**config.mk**
```make
export PLATFORM = sky130hd
export DESIGN_NAME = hfc_track
export DESIGN_NICKNAME = d
export VERILOG_FILES = /design/src/hfc_pkg.sv /design/src/hfc_track.sv
export SDC_FILE = /design/constraint.sdc
export NUM_CORES = 1
export LEC_CHECK = 0
export BUFFER_PORTS_ARGS = -buffer_cell sky130_fd_sc_hd__buf_2
export CORE_UTILIZATION = 38
export CTS_CLUSTER_SIZE = 12
export DETAILED_ROUTE_END_ITERATION = 10
export GPL_ROUTABILITY_DRIVEN = 0
export GPL_TIMING_DRIVEN = 1
export SLEW_MARGIN = 10
export SYNTH_ARGS = -nofsm -noshare
export SYNTH_HDL_FRONTEND = slang
export SYNTH_SLANG_ARGS = --single-unit
```
**constraint.sdc**
```tcl
create_clock -name clk -period 3.2 [get_ports clk]
set_clock_uncertainty 0.05 [all_clocks]
set_input_delay 0.48 -clock clk [delete_from_list [all_inputs] [get_ports clk]]
set_output_delay 0.48 -clock clk [all_outputs]
set_load 0.03 [all_outputs]
```
**src/hfc_pkg.sv**
```systemverilog
package hfc_pkg;

    localparam logic [7:0]  FLAG_BYTE   = 8'h7E;
    localparam logic [7:0]  ADDR_BYTE   = 8'hA0;
    localparam logic [15:0] CRC_POLY    = 16'h8408;
    localparam logic [15:0] CRC_INIT    = 16'hFFFF;
    localparam logic [15:0] CRC_XOROUT  = 16'hFFFF;
    localparam logic [3:0]  COUNT_SAT   = 4'd9;
    localparam logic [3:0]  MIN_LEN_M1  = 4'd8;
    localparam logic [3:0]  CRC_START   = 4'd3;

    // Control from the input stage into the frame tracker
    typedef struct packed {
        logic fire;   // item leaves the input register this cycle
        logic last;   // item is the final byte of the payload
    } hfc_step_t;

    // Reflected CRC-16, one byte folded in LSB first
    function automatic logic [15:0] crc_fold(input logic [15:0] crc_in,
                                             input logic [7:0]  b);
        logic [15:0] c;
        c = crc_in ^ {8'h00, b};
        for (int k = 0; k < 8; k++) begin
            if (c[0])
                c = (c >> 1) ^ CRC_POLY;
            else
                c = c >> 1;
        end
        return c;
    endfunction

endpackage

```
**src/hfc_track.sv**
```systemverilog
module hfc_track
    import hfc_pkg::*;
(
    input  logic       clk,
    input  logic       rst_n,
    input  hfc_step_t  step,
    input  logic [7:0] data_byte,
    output logic       verdict
);

    logic [3:0]  count_reg, count_next;
    logic [15:0] crc_reg, crc_next;
    logic        header_ok_reg, header_ok_next;
    logic [7:0]  delay0_reg, delay0_next;
    logic [7:0]  delay1_reg, delay1_next;
    logic [15:0] fcs;

    // FCS is sent low byte first, so the older byte is the low half
    assign fcs = {delay1_reg, delay0_reg};

    assign verdict = (count_reg >= MIN_LEN_M1) && header_ok_reg &&
                     (data_byte == FLAG_BYTE) && ((crc_reg ^ CRC_XOROUT) == fcs);

    always_comb
    begin
        count_next     = count_reg;
        crc_next       = crc_reg;
        header_ok_next = header_ok_reg;
        delay0_next    = delay0_reg;
        delay1_next    = delay1_reg;
        if (step.fire) begin
            if (step.last) begin
                // back to the idle frame state for the next payload
                count_next     = '0;
                crc_next       = CRC_INIT;
                header_ok_next = 1'b0;
                delay0_next    = '0;
                delay1_next    = '0;
            end else begin
                if (count_reg == 4'd0)
                    header_ok_next = (data_byte == FLAG_BYTE);
                else if (count_reg == 4'd1)
                    header_ok_next = header_ok_reg && (data_byte == ADDR_BYTE);

                // byte leaving the delay line is byte 1 or later
                if (count_reg >= CRC_START)
                    crc_next = crc_fold(crc_reg, delay0_reg);

                delay0_next = delay1_reg;
                delay1_next = data_byte;

                if (count_reg < COUNT_SAT)
                    count_next = count_reg + 4'd1;
            end
        end
    end

    always_ff @(posedge clk or negedge rst_n)
    begin
        if (!rst_n) begin
            count_reg     <= '0;
            crc_reg       <= CRC_INIT;
            header_ok_reg <= 1'b0;
            delay0_reg    <= '0;
            delay1_reg    <= '0;
        end else begin
            count_reg     <= count_next;
            crc_reg       <= crc_next;
            header_ok_reg <= header_ok_next;
            delay0_reg    <= delay0_next;
            delay1_reg    <= delay1_next;
        end
    end

endmodule

```
After elaboration in Yosys (flattened, before gate mapping)
Cells that the tools add are included.
{"block": "classes", "add_sub_neg": 1, "mul": 0, "n_lt_le_gt_ge": 3, "muxes": 38, "shift": 0, "bitwise_logic": 10, "div": 0, "n_eq_ne": 4, "reduce_logical": 11}
{"operator": "$mux W16", "count": 31}
{"operator": "$not A2 Y3", "count": 8}
{"operator": "$eq A16 B16 Y1", "count": 1}
{"operator": "$mux W8", "count": 2}
{"operator": "$not A16 Y16", "count": 1}
{"operator": "$xor A16 B8 Y16", "count": 1}
{"operator": "$eq A8 B7 Y1 const B", "count": 1}
{"operator": "$eq A8 B8 Y1 const B", "count": 1}
{"operator": "$mux W4", "count": 2}
{"operator": "$reduce_and A2 Y1", "count": 3}
{"operator": "$add A4 B1 Y4 const B", "count": 1}
{"operator": "$eq A4 B1 Y1 const B", "count": 1}
{"operator": "$ge A4 B2 Y1 const B", "count": 1}
{"operator": "$ge A4 B4 Y1 const B", "count": 1}
{"operator": "$logic_and A1 B1 Y1", "count": 4}
{"operator": "$logic_not A4 Y1", "count": 1}
{"operator": "$lt A4 B4 Y1 const B", "count": 1}
{"operator": "$reduce_bool A2 Y1", "count": 2}
{"operator": "$mux W1", "count": 3}
{"operator": "$reduce_bool A3 Y1", "count": 1}
{"block": "totals", "inputBits": 12, "mem_count": 0, "mem_bits_ro": 0, "mem_bits_rw": 0, "latchBits": 0, "reg_bits": 37, "wordCells": 72, "out_inout_bits": 1}

Logic depth before layout (Yosys ltp)
Gate-level depths: netlist (run 1).
{"block": "depth", "depth_word": 40, "mapped_depth": 6, "depth_no_buf": 6}

Worst setup path before layout (run 1)
No wires, ideal clock.
{"block": "synth_path", "kind": "reg-to-output", "startpoint": "register crc_reg[0]", "endpoint": "output verdict", "stages_incl_launch_ff": 5, "t_required_ps": 2670, "setup_slack_ps": 944, "arrival_time_ps": 1726, "n_path_buf": 0, "cell_sequence": "dfstp_2 xnor2_1 nor4_1 nand2_1 nor3_1"}
{"block": "synth_between", "elab_chain_cells": 3}
{"element": "start, declared", "line": "hfc_track.sv:12", "rtl": "logic [15:0] crc_reg, crc_next;"}
{"element": "start signal, assigned", "line": "hfc_track.sv:68", "rtl": "crc_reg <= crc_next;"}
{"element": "$not A16 Y16 (no source line)"}
{"element": "$eq A16 B16 Y1", "line": "hfc_track.sv:22", "rtl": "(data_byte == FLAG_BYTE) && ((crc_reg ^ CRC_XOROUT) == fcs);"}
{"element": "$logic_and A1 B1 Y1", "line": "hfc_track.sv:22"}
{"element": "end, declared", "line": "hfc_track.sv:8", "rtl": "output logic verdict"}
Every way passes these cells.

Worst setup path in the final report (run 1)
Same ends and word-level chain as after synthesis.

==> results of run 1 <==
kinds of logic (layout without fill, tap and decap cells):
kind of cell	count (synthesis)	in the layout	synth area share, %
xor+xnor	32	32	14.7
simple gates	42	42	10.5
flops	37	37	49.7
buf+inv	27	43	6.18
compound gates	46	46	16.3
fa+ha+maj	4	4	2.63
layout by cell type (no fill, tap or decap), types with 2 or more instances in the layout:
| cell | synthesis | routed |
|---|---|---|
| nor2b_1 | 3 | 3 |
| nand3_1 | 3 | 3 |
| nor4_1 | 4 | 4 |
| inv_1 | 21 | 21 |
| nor2_1 | 10 | 10 |
| o22a_1 | 7 | 7 |
| dfstp_2 | 16 | 16 |
| clkbuf_8 | 0 | 6 |
| xnor2_1 | 30 | 30 |
| nor3_1 | 2 | 2 |
| a21oi_1 | 9 | 9 |
| buf_2 | 1 | 12 |
| xor2_1 | 2 | 2 |
| buf_4 | 0 | 2 |
| ha_1 | 4 | 4 |
| nand2_1 | 15 | 15 |
| a31oi_1 | 2 | 2 |
| dfrtp_1 | 21 | 21 |
| o22ai_1 | 7 | 7 |
| o21ai_0 | 12 | 12 |
| nand2b_1 | 2 | 2 |
per-layer routing:
layer	vias up	track usage (%)	wire, um
met5	-	0	0
met4	0	5.88	59
met3	7	4.42	122
met2	18	24.8	1670
met1	642	24.2	1970
li1	668	-	-
where the power goes:
group / internal (mW) / switching (mW) / total [mW]
clock: 0.171 / 0.163 / 0.334
combinational: 0.294 / 0.279 / 0.573
sequential: 0.631 / 0.102 / 0.733
how the worst max path moves through the flow:
stage               cells after the start    startpoint      end  slack, ns
finish                                  5    crc_reg[0]  verdict       0.79
global route                            5    crc_reg[0]  verdict       0.60
CTS                                     5    crc_reg[0]  verdict       0.73
detailed placement                      6  data_byte[0]  verdict       0.90
global placement                        6  data_byte[0]  verdict       0.87
floorplan                               4    crc_reg[0]  verdict       0.94
cell type report:
type	count	area share (%)
flip-flops and latches	37	44.7
well taps	67	3.96
clock buffers	6	3.91
multi-input cells	124	39.7
inverters	21	3.73
repair buffers	14	3.55
clock inverters	2	0.414
==> results.md, run 1 <==
- Crit path kind: flip-flop to output port
- Flip-flop count of the largest register after layout: 16
- Worst reg2reg setup slack: 1.48 ns
- P&R area growth vs syn: 11.1%
- Max-Cap Viols: 0
- Slowest library cell on the worst path: dfstp_2
- Slowest cell delay on critical path: 0.54 ns
- FMAX: 415 MHz
- Critical Path Sink Type: output port
- Bufs on Longest Clock Path: 2
- Post-layout instance area: 0.00211 mm2
- First-pass GRT wire length: 6.66 mm
- Clk pin slew, worst setup/hold paths: 0.07 ns
- Starting density of the core: 39.8%
- Vias post-DR: 1335
- Asr flop ratio synth: 100%
- Final Critical Period: 2.41 ns
- Layout fillers: 470
- DRT iter0 DRCs: 57
- Buf+Inv Stages, Crit Path: 1
- CTS Root Cell: clkbuf_8
- # DRC: 0
- Core ar.: 0.00479 mm2
- I/O pins: 13
- Worst r2r dst: crc_reg[9]
- Multi-input logic area: 840 um2
- Synth Instances: 188
- Largest net degree at the start of global routing: 38
- Gr usage total: 16.9%
- DR vias/cell: 4.93
- Fraction of layout cells with a size suffix above 1: 20.1%
- CTS tree: done
- R2R depth: 5
- Hold Vio Cnt, Final: 0
- Area after DPL: 0.00202 mm2
- Power Density: 776 mW/mm2
- Pwr Total: 1.64 mW
- Pleak: 0.826 nW
- YS warnings: 0
- Sequential cell area: 946 um2
- Vias in the first global route: 1371
- Worst-path fanout max: 4
- Setup WS pre-CTS: 0.895 ns
- Status: finished clean
- Post-Route Utilization: 44.2%
- Crit-path leading delay family: simple AND/OR/NAND/NOR gates
- Hold Crit Class: input port to async pin
- Top-count cell post-synth: xnor2_1
- Sequential fraction of the synthesis area: 49.7%
- WL/cell: 14.1 um
- Post-route ant nets: 0
- Initial antenna violation count: 0
- Top FF cell, synth: dfrtp_1
- Rel. slew slack: 45.6%
- H-tree depth: 2
- Post-Syn Area: 0.00190 mm2
- Routed wire length: 3.82 mm
- Flops & latches, synth: 37
- # hold bufs at CTS: 0
- Total gr overflow: 0
- Finished Layout Cells: 271
- Ant. Diodes: 0
- Critical-path cell list: xnor2_1 -> nor4_1 -> nand2_1 -> nor3_1 -> buf_2
- Endpoints failing setup: 0
- DR pass1 iterations: 4
- Worst-Margin Slew: 0.817 ns
- Post-Place Cells: 263
- Final WS setup: 0.792 ns
- Final max-slew violation count: 0
- Distinct cells, synth: 33
- Crit share post-route: 75.2%
- DIE HEIGHT: 72.8 um
- Crit Reg-Reg Startpoint: count_reg[0]
- Post-synth top cells: 30 x xnor2_1, 21 x dfrtp_1, 21 x inv_1
- Hold_ws: 0.242 ns
- Detailed Place HPWL: 2.77 mm
- Unrepaired setup endpoints after global routing: no
- Die Width: 72.8 um
- Total negative slack: 0 ns
- Nature of the critical path startpoint: flip-flop
- Die area: 0.00529 mm2
- Worst Path Arrival: 1.88 ns
- Peak supply drop: 0.256 mV
- Yosys top cell by area: dfrtp_1
- Nets@finish: 219
- Clk Latency, worst-skew pair: 0.29 ns
- Syn avg cell area: 10.1 um2
- Syn_nets: 204
- # port buffers: 12
- Synth area leaders: dfrtp_1 28%, dfstp_2 22%, xnor2_1 14%
- Post-synth EDFFs: 0
- Post-CTS setup buffers: 0
- Clock sink count: 37
- Worst path required time: 2.67 ns
- CTS-repair resized insts: 0
- Synth top area share: 27.6%
- Placement row count: 25
- Total CTS buffers: 5
(Power assumes the default switching activity.)
==> run 2, diff against run 1 <==
- clock period: 3.2 -> 2.25 ns (I/O delays scaled with it)
==> run 2 against run 1 <==
Against the previous run:
- cell count grew 1.1%
- core utilization grew 0.55 points
- global-route usage grew 0.44 points
- sequential cell count is the same
- final area grew 1.2%
- worst setup slack lost 0.65 ns
- sequential share of layout area shrank 0.55 points
- register-to-register slack lost 1.1 ns
- critical endpoint unchanged
==> results.md, run 2 (same netlist as run 1, synthesis figures left out) <==
- Worst-Margin Slew: 0.803 ns (-0.0133 ns)
- CTS-repair resized insts: 0 (unchanged)
- Largest net degree at the start of global routing: 38 (unchanged)
- Unrepaired setup endpoints after global routing: no
- Starting density of the core: 39.8% (unchanged)
- Multi-input logic area: 852 um2 (+1.5%)
- Crit path kind: flip-flop to output port
- Power Density: 1090 mW/mm2 (+41%)
- Layout fillers: 451 (-4.0%)
- Ant. Diodes: 0 (unchanged)
- Hold Crit Class: input port to async pin
- Nets@finish: 222 (+1.4%)
- Die Width: 72.8 um (unchanged)
- Most frequent cells in the layout: 29 x xnor2_1, 21 x inv_1, 21 x dfrtp_1
- Vias post-DR: 1341 (+0.45%)
- Pleak: 0.838 nW (+1.5%)
- Finished Layout Cells: 274 (+1.1%)
- Post-route ant nets: 0 (unchanged)
- Hold Vio Cnt, Final: 0 (unchanged)
- Crit Reg-Reg Startpoint: count_reg[0]
- H-tree depth: 2 (unchanged)
- Bufs on Longest Clock Path: 2 (unchanged)
- Max-Cap Viols: 0 (unchanged)
- Worst Path Arrival: 1.72 ns (-0.16 ns)
- Worst path required time: 1.86 ns (-0.81 ns)
- Die area: 0.00529 mm2 (unchanged)
- Vias in the first global route: 1340 (-2.3%)
- Routed wire length: 3.89 mm (+1.8%)
- Status: finished clean
- Placement row count: 25 (unchanged)
- DR vias/cell: 4.89 (-0.65%)
- I/O pins: 13 (unchanged)
- CTS tree: done
- R2R depth: 4 (-1)
- Peak supply drop: 0.414 mV (+62%)
- Clk Latency, worst-skew pair: 0.29 ns (about the same)
- Sw Share: 33.5% (+0.37 points)
- Initial antenna violation count: 0 (unchanged)
- Leading cell type in the layout, fill and taps excluded: xnor2_1
- Total negative slack: 0 ns (unchanged)
- Post-Place Cells: 266 (+1.1%)
- Endpoints failing setup: 0 (unchanged)
- Logic pwr share: 36.1% (+1.2 points)
- Detailed Place HPWL: 2.82 mm (+2.0%)
- Total gr overflow: 0 (unchanged)
- Fraction of layout cells with a size suffix above 1: 21.3% (+1.2 points)
- P&R area growth vs syn: 12.5%
- Worst reg2reg setup slack: 0.42 ns (-1.06 ns)
- DRT iter0 DRCs: 91 (+60%)
- DR pass1 iterations: 4 (unchanged)
- Final max-slew violation count: 0 (unchanged)
- Sequential cell area: 946 um2 (unchanged)
- # DRC: 0 (unchanged)
- Total CTS buffers: 5 (unchanged)
- WL/cell: 14.2 um (+0.67%)
- Gr usage total: 17.3% (+0.44 points)
- CTS Root Cell: clkbuf_8
- Clock sink count: 37 (unchanged)
- Cell Int Power: 1.55 mW (+42%)
- Worst-path fanout max: 4 (unchanged)
- Nature of the critical path startpoint: flip-flop
- Switching power: 782 uW (+44%)
- Post-Route Utilization: 44.7% (+0.55 points)
- Post-CTS setup buffers: 0 (unchanged)
- Critical Path Sink Type: output port
- Worst r2r dst: crc_reg[0]
- Final Critical Period: 2.11 ns
- FMAX: 475 MHz
- # port buffers: 12 (unchanged)
- Clk pin slew, worst setup/hold paths: 0.07 ns (about the same)
- # hold bufs at CTS: 0 (unchanged)
- First-pass GRT wire length: 6.67 mm (+0.11%)
- Flop pwr share: 44.8% (about the same)
- Core ar.: 0.00479 mm2 (unchanged)
- Crit share post-route: 93.6%
- Clk network pwr share: 19.1% (-1.2 points)
- Rel. slew slack: 46.4% (+0.89 points)
- Flip-flop count of the largest register after layout: 16 (unchanged)
- DIE HEIGHT: 72.8 um (unchanged)
run 2: worst max-delay path by stage:
stage / startpoint / end / cells after the start
final: crc_reg[1] / verdict / 5
after global routing: crc_reg[6] / verdict / 5
after CTS: crc_reg[1] / verdict / 5
after detailed placement: crc_reg[1] / verdict / 5
after global placement: data_byte[2] / verdict / 7
after floorplan: crc_reg[0] / verdict / 4
run 2: cell type report:
| class | instances | area share (%) |
|---|---|---|
| sequential | 37 | 44.2 |
| timing repair buffer | 17 | 4.68 |
| clock buffer | 8 | 3.74 |
| inverter | 21 | 3.68 |
| tap | 67 | 3.92 |
| multi-input combinational | 124 | 39.8 |
run 2: critical path, stage by stage, from the launching register on:
cell and delay (ns):
dfstp_2 0.56, xnor2_2 0.13, nor4_1 0.28, nand2_1 0.10, nor3_2 0.18, buf_4 0.18
run 2: power groups by stage:
stage	logic [mW]	registers, mW	clock network (mW)
final	0.842	1.04	0.446
after global routing	0.939	1.07	0.491
after CTS	0.846	1.04	0.458
after detailed placement	0.842	1.05	0
after global placement	0.841	1.05	0
after floorplan	0.694	1.01	0
run 2: metal layers:
metal	track usage [%]	share of wire (%)	wire length, um
met1	24.5	50	1930
met2	24.5	44	1720
met3	5.52	4.4	172
met4	7.19	1.8	69
met5	0	0	0
run 2: stage by stage:
| step | hold WS [ns] | total power [mW] | instance area, um2 | setup slack, ns |
|---|---|---|---|---|
| CTS | 0.124 | 2.35 | 2130 | 0.0112 |
| floorplan | -0.00809 | 1.71 | 1900 | 0.136 |
| detailed placement | 0.429 | 1.90 | 2050 | 0.334 |
| global placement | 0.432 | 1.89 | 2050 | 0.337 |
| global route | 0.172 | 2.50 | 2140 | 0.0334 |
| finish | 0.0936 | 2.33 | 2140 | 0.144 |
